$ cat config.mk
export PLATFORM = sky130hd
export DESIGN_NAME = pesc_ram
export DESIGN_NICKNAME = d
export VERILOG_FILES = /design/src/rtl/pesc_ram.sv
export SDC_FILE = /design/constraint.sdc
export NUM_CORES = 1
export LEC_CHECK = 0
export BUFFER_PORTS_ARGS = -buffer_cell sky130_fd_sc_hd__buf_4
export CAP_MARGIN = 10
export CORE_MARGIN = 1.5
export CORE_UTILIZATION = 30
export CTS_BUF_LIST = sky130_fd_sc_hd__clkbuf_16
export CTS_CLUSTER_DIAMETER = 30
export DETAILED_ROUTE_END_ITERATION = 16
export GPL_TIMING_DRIVEN = 0
export PLACE_DENSITY = 0.48
export SETUP_SLACK_MARGIN = 0.2
export SLEW_MARGIN = 10
export SYNTH_ARGS = -nofsm -noshare
export SYNTH_HDL_FRONTEND = slang
export SYNTH_SLANG_ARGS = --single-unit
$ cat constraint.sdc
create_clock -name clk -period 2.39 [get_ports clk]
set_input_delay 0.3585 -clock clk [delete_from_list [all_inputs] [get_ports clk]]
set_output_delay 0.3585 -clock clk [all_outputs]
set_load 0.005 [all_outputs]
$ cat src/rtl/pesc_ram.sv
`timescale 1ns / 1ps
// generic simple dual-port ram, one write and one registered read port
// no dependencies

module pesc_ram #(
  parameter int WIDTH = 8,
  parameter int DEPTH = 64
) (
  input  logic                     clk,
  input  logic                     wr_en,
  input  logic [$clog2(DEPTH)-1:0] wr_addr,
  input  logic [WIDTH-1:0]         wr_data,
  input  logic                     rd_en,
  input  logic [$clog2(DEPTH)-1:0] rd_addr,
  output logic [WIDTH-1:0]         rd_data
);

  logic [WIDTH-1:0] mem [DEPTH];

  // write port
  always_ff @(posedge clk) begin
    if (wr_en) begin
      mem[wr_addr] <= wr_data;
    end
  end

  // registered read port, old data on a same-address write
  always_ff @(posedge clk) begin
    if (rd_en) begin
      rd_data <= mem[rd_addr];
    end
  end

endmodule

# Yosys cells after proc, flatten, opt, wreduce, memory -nomap -nowiden
# Memories as Yosys holds them, arrays and structs flattened. A register that Yosys moved wholly into a read port is not among the register bits.
# Cells that the tools add are included.
[word_totals]
out_inout_bits = 8
memories = 1
word_cells = 3
ramBits = 512
reg_bits = 0
[op_classes]
mux = 2
[memory_table]
columns = ["name", "words", "word_bits", "read_ports", "rd_ports_with_merged_regs", "wr", "line_no", "source"]
rows = [
  ["mem", 64, 8, 1, 1, 1, "18", "logic [WIDTH-1:0] mem [DEPTH];"],
]
[ops]
columns = ["op", "count"]
rows = [
  ["$mux 1", 2],
]

# Logic depth before layout (Yosys ltp)
# Gate-level depths: netlist (run 1).
[depth]
word_depth = 2
mapped_depth = 9
mapped_depth_nobuf = 5

# Worst setup path before layout (run 1)
# Ideal clock, no wire load.
[synth_path]
kind = "in2reg"
from = "in rd_addr[1]"
to = "reg rd_data[3] (read register of mem) (data pin)"
setup_time_ps = 266
arrival_time_ps = 1898
path_stages = 7
n_path_buf = 3
path_slack_ps = 225
path_cell_list = "buf_4 > buf_2 > buf_2 > mux4_2 > mux4_2 > o21ai_1 > o41ai_1"
[synth_lines]
columns = ["element", "line_no", "source"]
rows = [
  ["start: declaration", "14", "input logic [$clog2(DEPTH)-1:0] rd_addr,"],
  ["end: declaration", "15", "output logic [WIDTH-1:0] rd_data"],
]

# Worst setup path after layout (run 1)
[layout_path]
from = "in wr_addr[1]"
to = "mem mem[31][3], enable pin"
[layout_lines]
columns = ["element", "line_no", "source"]
rows = [
  ["start: declaration", "11", "input logic [$clog2(DEPTH)-1:0] wr_addr,"],
  ["end: declaration", "18", ""],
]
# Straight into the memory's write port.

==> results of run 1 <==
-- how the worst max path moves through the flow --
stage	end	slack, ns	cells after the start
2_1_floorplan	rd_data[3]	0.23	7
3_3_place_gp	rd_data[4]	-1.10	8
3_5_place_dp	rd_data[5]	-1.13	7
4_1_cts	rd_data[5]	0.20	4
5_1_grt	mem[5][5]	0.14	4
6_report	mem[31][3]	0.13	3
-- layer usage --
layer	share of wire	track usage
met3	0.063	0.0348
met2	0.47	0.247
met1	0.44	0.211
met4	0.026	0.0602
met5	0.00047	0
-- kinds of logic (layout without fill, tap and decap cells) --
kind of cell           Yosys count  in the layout
AOI/OAI and AO/OA               54             54
DFF                            520            520
and+or+nand+nor                153            153
muxes                          162            162
buffers and inverters           51            285
-- cell type report --
cell class,instances,area [um2]
multi-input combinational,369,4440
tap,873,1090
clock buffer,115,2880
timing repair buffer,23,175
sequential,520,15600
clock inverter,96,1000
buffer,51,362
fill,6099,41500
-- flip-flops by register name, summed over array words and instances (netlist names) --
signal and cells:
mem 512, rd_data 8
-- layout by cell type, fill, tap and decap left out, drive strengths merged, types with 4 or more instances in the layout --
cell | synthesis | routed
clkinvlp | 0 | 20
o21ai | 4 | 4
bufinv | 0 | 16
a221oi | 6 | 6
mux4 | 126 | 126
inv | 0 | 17
mux2 | 13 | 13
nor2b | 14 | 14
buf | 34 | 56
nand3 | 13 | 13
nor3 | 7 | 7
nand2 | 19 | 19
clkbuf | 17 | 132
mux2i | 23 | 23
nor2 | 83 | 83
edfxtp | 520 | 520
o221ai | 8 | 8
nand2b | 7 | 7
a211oi | 4 | 4
o22ai | 8 | 8
clkinv | 0 | 43
-- power by group --
group / total (mW) / leakage [nW] / internal, mW / switching (mW)
sequential: 10.2 / 4.69 / 10.1 / 0.0153
clock: 15.5 / 1.88 / 10.5 / 5.05
combinational: 1.07 / 1.62 / 0.385 / 0.687
total: 26.7 / 8.19 / 21.0 / 5.75
-- per-stage QoR --
step	hold WS (ns)	instances	setup TNS, ns	instance area (um2)	total power [mW]
floorplan	0.457	940	0	20200	10.9
global placement	0.641	1835	-93.96	21500	11.4
detailed placement	0.646	1835	-109.10	21500	11.4
CTS	0.205	2047	0	25500	27.0
global route	0.223	2047	0	25600	27.5
finish	0.244	2047	0	25600	26.7
-- what timing repair did --
action	in CTS	in global routing
endpoints found under the hold margin	8	0
resized for setup	28	18
endpoints found under the setup margin	8	105
hold buffers	1	0
cloned	0	0
==> summary by stage, run 1 <==
Logic synthesis
In the synthesized netlist, the cells that appear most often are sky130_fd_sc_hd__edfxtp_1 (520), sky130_fd_sc_hd__mux4_2 (126), sky130_fd_sc_hd__nor2_1 (83). The count of different cell masters after synthesis is 39. Sorting the synthesized cells by area gives the leading types as sky130_fd_sc_hd__edfxtp_1 (77%), sky130_fd_sc_hd__mux4_2 (14%), sky130_fd_sc_hd__nor2_1 (1.5%), sky130_fd_sc_hd__mux2i_1 (1.1%), sky130_fd_sc_hd__mux2_2 (0.72%). The number of synthesized register bits is 520. In the synthesized netlist the dominant register cell turns out to be sky130_fd_sc_hd__edfxtp_1. The number of instances in the synthesized netlist is 940. The cell type contributing the most total cell area after synthesis is sky130_fd_sc_hd__edfxtp_1. The xor-xnor portion of the synthesized cell area is 0. The number of nets in the synthesized netlist is 963. Of the total synthesized cell area, the portion taken by AND, OR, NAND and NOR gates is 0.0337. Of the post-synthesis cell area, the dominant cell type holds 0.771. Averaged over all synthesized cells, the footprint is 21.5 um2. The async set-reset flop share out of synthesis is 0. The leading cell type by number of instances after synthesis is sky130_fd_sc_hd__edfxtp_1. The synthesis warning total is 0.

The cell area that synthesis handed to floorplanning was 0.0202 mm2. The fraction of the mapped netlist area in adder cells is 0. The main combinational cell family by area after synthesis is multiplexers. The compound-gate portion of the synthesized area is 0.0206. For this run, the register share of the synthesized area comes to 0.771. Counting flops with a built-in enable in the synthesized netlist gives 520.

The mux share of post-synthesis cell area is 0.159.

Finish
The final layout contains 1100 nets. In the final layout, the share of cells above drive strength 1 is 0.348. The number of antenna cells inserted is 0. The utilization after layout is 0.381. The area growth from synthesis to layout is 26.2%.

STA
The worst-case setup margin in the final layout is 0.134 ns. The peak clock frequency supported by timing is 0.443 GHz. The count of final max-slew check failures is 0. The post-route clock period utilization is 0.944.

Setup violations remaining at the end of the flow were counted as 0. The worst path needs 2.26 ns of the cycle, external delays included. The hold violation count in the final report is 0. The slew of the pin with the lowest slew margin is 1.05 ns. The clock tree skew after final layout is 0.0240 ns. Setup repair after global routing could not meet its margin everywhere.

The worst pin sits at a relative slew slack of 0.300.

Critical path
The capture instance of the worst register-to-register path is rd_data[5]. Walking the worst path, the cells encountered are clkbuf_1, nand4_1, nor2_1. The worst register-to-register path has a setup slack of 0.23 ns. The timing startpoint of the critical path is wr_addr[1]. Of all nets on the critical path, the largest fanout is 10. Measured in cells, the most critical reg-to-reg path has a length of 4. The worst setup path is launched from a primary input. The worst setup path is of the primary input to flop kind. The worst setup path is captured at a flop.

The largest single stage delay on the critical path is 1.02 ns. The worst path required time is 2.63 ns. The launch point of the worst reg-to-reg path is mem[3][5].

At the worst endpoint, the arrival time is 2.50 ns. The largest individual stage delay along the critical path comes from the cell sky130_fd_sc_hd__nor2_1. Among cell families on the critical path, the largest total delay comes from simple AND/OR/NAND/NOR gates. Together, buffers and inverters on the worst path number 1.

Clocking
The CTS tree is built. Counting the buffers created by CTS gives 112. The clock drives 520 sinks. The cell at the root of the clock tree is sky130_fd_sc_hd__clkbuf_16. The maximum number of buffers from clock root to sink is 3.

The number of H-tree levels is 3. The post-CTS setup buffer count is 0. The clock insertion delay at the later pin of the skew report is 0.65 ns. After clock tree synthesis, the clock-pin slew on the worst setup and hold paths is 0.04 ns.

Route
After detailed routing, the average wire length per cell comes to 26.2 um. The pre-antenna-repair detailed-routing pass consisted of 5 iterations. The number of violations reported at the end of detailed-routing iteration 0 is 984. Summed over all layers, the routed wires come to 53700 um. The total via count after detailed routing is 10100. After detailed routing, the number of vias per cell comes to 4.94.

Once detail routing completed, the nets flagged for antenna violations numbered 0. The DRC violations left is 0.

Floorplan
The effective utilization at floorplan is 0.302. The area enclosed by the die boundary is 0.0691 mm2. The region available for standard cell placement spans 0.0670 mm2.

The width of the die is 263 um. The die is 263 um tall. The placement row count is 95. The number of primary I/O pins is 31.

Pwr
For this design the ratio of total power to cell area is 1050 mW/mm2. The leakage power summed over all cells is 8.19 nW. The worst IR drop on VDD is 0.608 mV.

Worst hold path
In this run the worst hold path is classified as primary input to flop. The number of instances on the worst hold path is 2. The end of the worst hold path is rd_data[3]. The worst hold path startpoint is rd_addr[5].

Placed design
At the end of routability-driven placement, the weighted congestion stood at 0.863. The sum of net half-perimeters after detailed placement is 33400 um. The total of buffers placed on input and output ports is 22. The pre-CTS worst setup slack is -1.13 ns.

Status
The flow ran to the end, and the final reports show no timing, DRC or antenna violations.

Job
Across the run, the number of max-cap violations was 0.

Global routing
The global-route usage over all layers is 0.156. The number of global-route vias before repair came to 10700. The number of antenna violations at the first check in global routing is 2. The first global-routing pass estimated 76700 um of wire. The total congestion overflow is 0.

The pin count of the biggest net entering global routing is 65.
No activity file was read; power rests on OpenSTA's default activity.
==> run 2, diff against run 1 <==
==> constraint.sdc (replaced) <==
create_clock -name clk -period 2.5 [get_ports clk]
set_input_delay 0.375 -clock clk [delete_from_list [all_inputs] [get_ports clk]]
set_output_delay 0.375 -clock clk [all_outputs]
set_load 0.005 [all_outputs]
==> run 2 against run 1 <==
- non-clock buffer count unchanged
- die area unchanged
- routed wire length decreased by 0.13%
==> summary by stage, run 2 (synthesis results as in run 1) <==
Status
The flow ran to the end, and the final reports show no timing, DRC or antenna violations.

Route
The total via count after detailed routing is 10100. The remaining antenna violation count after routing is 0. The post-detailed-routing wire length is 53600 um.

The pre-antenna-repair detailed-routing pass consisted of 5 iterations. The number of violations reported at the end of detailed-routing iteration 0 is 959. Using the TritonRoute via totals, the vias-per-cell ratio works out to 4.92. In the routed design, unresolved DRC markers number 0. The routed length per instance is 26.2 um.

Worst hold path
The tightest min-delay check is of the primary input to flop type.

Finish
The filler cell count in the final layout is 6106. The flip-flop count of the largest register, all copies and words added is 512. The share of post-route cells with drive strength above 1 is 0.341.

The net count of the finished layout is 1100. The storage element area is 0.0156 mm2. The number of antenna diodes in the final layout is 0. In the final layout, the registers with the most flip-flops are mem (512), rd_data (8). In the layout the commonest cells are sky130_fd_sc_hd__edfxtp_1 (520), sky130_fd_sc_hd__mux4_2 (126), sky130_fd_sc_hd__clkbuf_16 (115). The area occupied by multi-input gates is 0.00438 mm2. The post-route standard cell area excluding fillers is 0.0255 mm2. The area growth from synthesis to layout is 25.9%. Leaving out fill and tap cells, the most frequent cell in the layout is sky130_fd_sc_hd__edfxtp_1. Once layout is complete, the utilization of the core stands at 0.380.

The register with the most flip-flops is mem.

Global routing
The pin count of the biggest net entering global routing is 65. For this run, global-route usage on met3 was measured as 0.0349. For this run, the total global-route usage over all layers was measured as 0.156. The met1 track demand over resource in global routing is 0.211. The global routing met2 resource utilization is 0.245. The wire length of the first global-routing pass is 76600 um. The number of global-route vias before repair is 10600. The total congestion overflow is 0. The number of antenna violations at the first check in global routing is 2. The most used routing layer in global routing is met2.

Pwr
The analysis attributes to net switching a power of 5.48 mW. The final total power is 25.5 mW. Of the total power, the share spent switching nets is 0.215. Of the total power, the clock network draws 0.580. The power density relative to cell area is 1000 mW/mm2. The internal power component is 20.1 mW. The logic gate share of total power is 0.040. The leakage power summed over all cells is 8.17 nW. The sequential group share of total power is 0.380. The worst-case IR drop observed on VDD is 0.581 mV.

Critical path
The critical path goes through clkbuf_1, nand4_1, nor2_1. The maximum fanout along the worst path is 10. The launching element type of the critical path is a primary input. On the critical path, the stage with the largest delay is an instance of sky130_fd_sc_hd__nor2_1. Data on the critical path arrives at its endpoint at 2.53 ns.

STA classifies the critical path endpoint as a flop. The critical path in this run is classified as primary input to flop. The largest single stage delay on the critical path is 1.03 ns. The worst path required time is 2.74 ns.

Placed design
Routability-driven placement finished with a final weighted congestion of 0.863. The placement-stage cell area is 0.0215 mm2. In this run the tool buffered the top-level ports with 22 buffer cells. The sum of net half-perimeters after detailed placement is 33400 um.

STA
The slew of the pin with the lowest slew margin is 1.04 ns. The hold violation count in the final report is 0. The count of final max-slew check failures is 0. Derived from the worst setup path, the maximum achievable clock frequency is 0.438 GHz. The final critical delay including setup and external delays is 2.28 ns. Dividing the final minimum period by the clock period gives 0.913.

The clock tree skew after final layout is 0.0202 ns. Setup repair after global routing left no endpoint under its margin. Headroom to the max-slew limit came out at 0.302. The final setup violation count is 0.

Final hold analysis gives a worst-case slack of 0.249 ns.

Floorplan
The effective utilization at floorplan is 0.302. 31 I/O pins were placed. Measured along the x axis, the die boundary spans 263 um. The height of the die is 263 um.

The placement row count is 95. The floorplan step defined a core boundary enclosing 0.0670 mm2. The area enclosed by the die boundary is 0.0691 mm2.

Clocking
TritonCTS built the clock tree. Clock-pin slew was measured on the worst setup and hold paths at 0.04 ns. The total number of clock tree sinks is 520.

The post-CTS setup buffer count is 0. Clock latency on the worst-skew pair, taken at its later pin, is 0.64 ns. The cell sitting at the root of the clock tree is a sky130_fd_sc_hd__clkbuf_16. The maximum number of buffers from clock root to sink is 3. Clock tree synthesis inserted a total of 112 buffers. CTS built an H-tree with a depth of 3.

Job
Across the run, the number of max-cap violations was 0.
## run 2: cell counts in the layout (fill, tap and decap cells not counted)
No cell type changed its count.
## run 2: metal layers
layer	part of all wire	up-vias	wire length, um
li1	-	4291	-
met1	0.44	5336	23600
met2	0.47	346	25200
met3	0.061	96	3280
met4	0.029	4	1530
met5	0.00047	-	25
## run 2: final timing paths
| path | start | to | slack [ns] | cells past startpoint |
|---|---|---|---|---|
| worst max-delay path | wr_addr[1] | mem[31][3] | 0.22 | 3 |
| worst min register to register | mem[22][1] | rd_data[1] | 1.07 | 4 |
| worst max register to register | mem[29][4] | rd_data[4] | 0.28 | 5 |
| worst min-delay path | rd_addr[5] | rd_data[3] | 0.25 | 2 |
## run 2: worst max-delay path: cells and delay by family
family	cells	cell delay [ns]
simple gates	2	1.83
buf+inv	1	0.31
## run 2: final cells by class
class | count | share of cell area
clock inverters | 96 | 0.0393
repair buffers | 23 | 0.00687
well taps | 873 | 0.0428
plain buffers | 51 | 0.0136
clock buffers | 115 | 0.113
multi-input cells | 369 | 0.172
flip-flops and latches | 520 | 0.613
## run 2: per-stage QoR
step | setup TNS, ns | instances | worst slack [ns]
2_1_floorplan | 0 | 940 | 0.319
3_3_place_gp | -55.69 | 1835 | -1.01
3_5_place_dp | -69.77 | 1835 | -1.04
4_1_cts | 0 | 2047 | 0.217
5_1_grt | 0 | 2047 | 0.188
6_report | 0 | 2047 | 0.217
## run 2: timing repair
action,4_1_cts,5_1_grt
resized for setup,20,10
endpoints found under the hold margin,5,0
hold buffers,1,0
endpoints found under the setup margin,8,15
## run 2: power by group through the flow
| stage | sequential [mW] | clock (mW) | combinational [mW] |
|---|---|---|---|
| after global placement | 9.87 | 0 | 0.992 |
| after detailed placement | 9.87 | 0 | 1.00 |
| after global routing | 9.71 | 15.5 | 1.07 |
| after CTS | 9.71 | 15.0 | 1.02 |
| after floorplan | 9.87 | 0 | 0.515 |
| final | 9.71 | 14.8 | 1.01 |
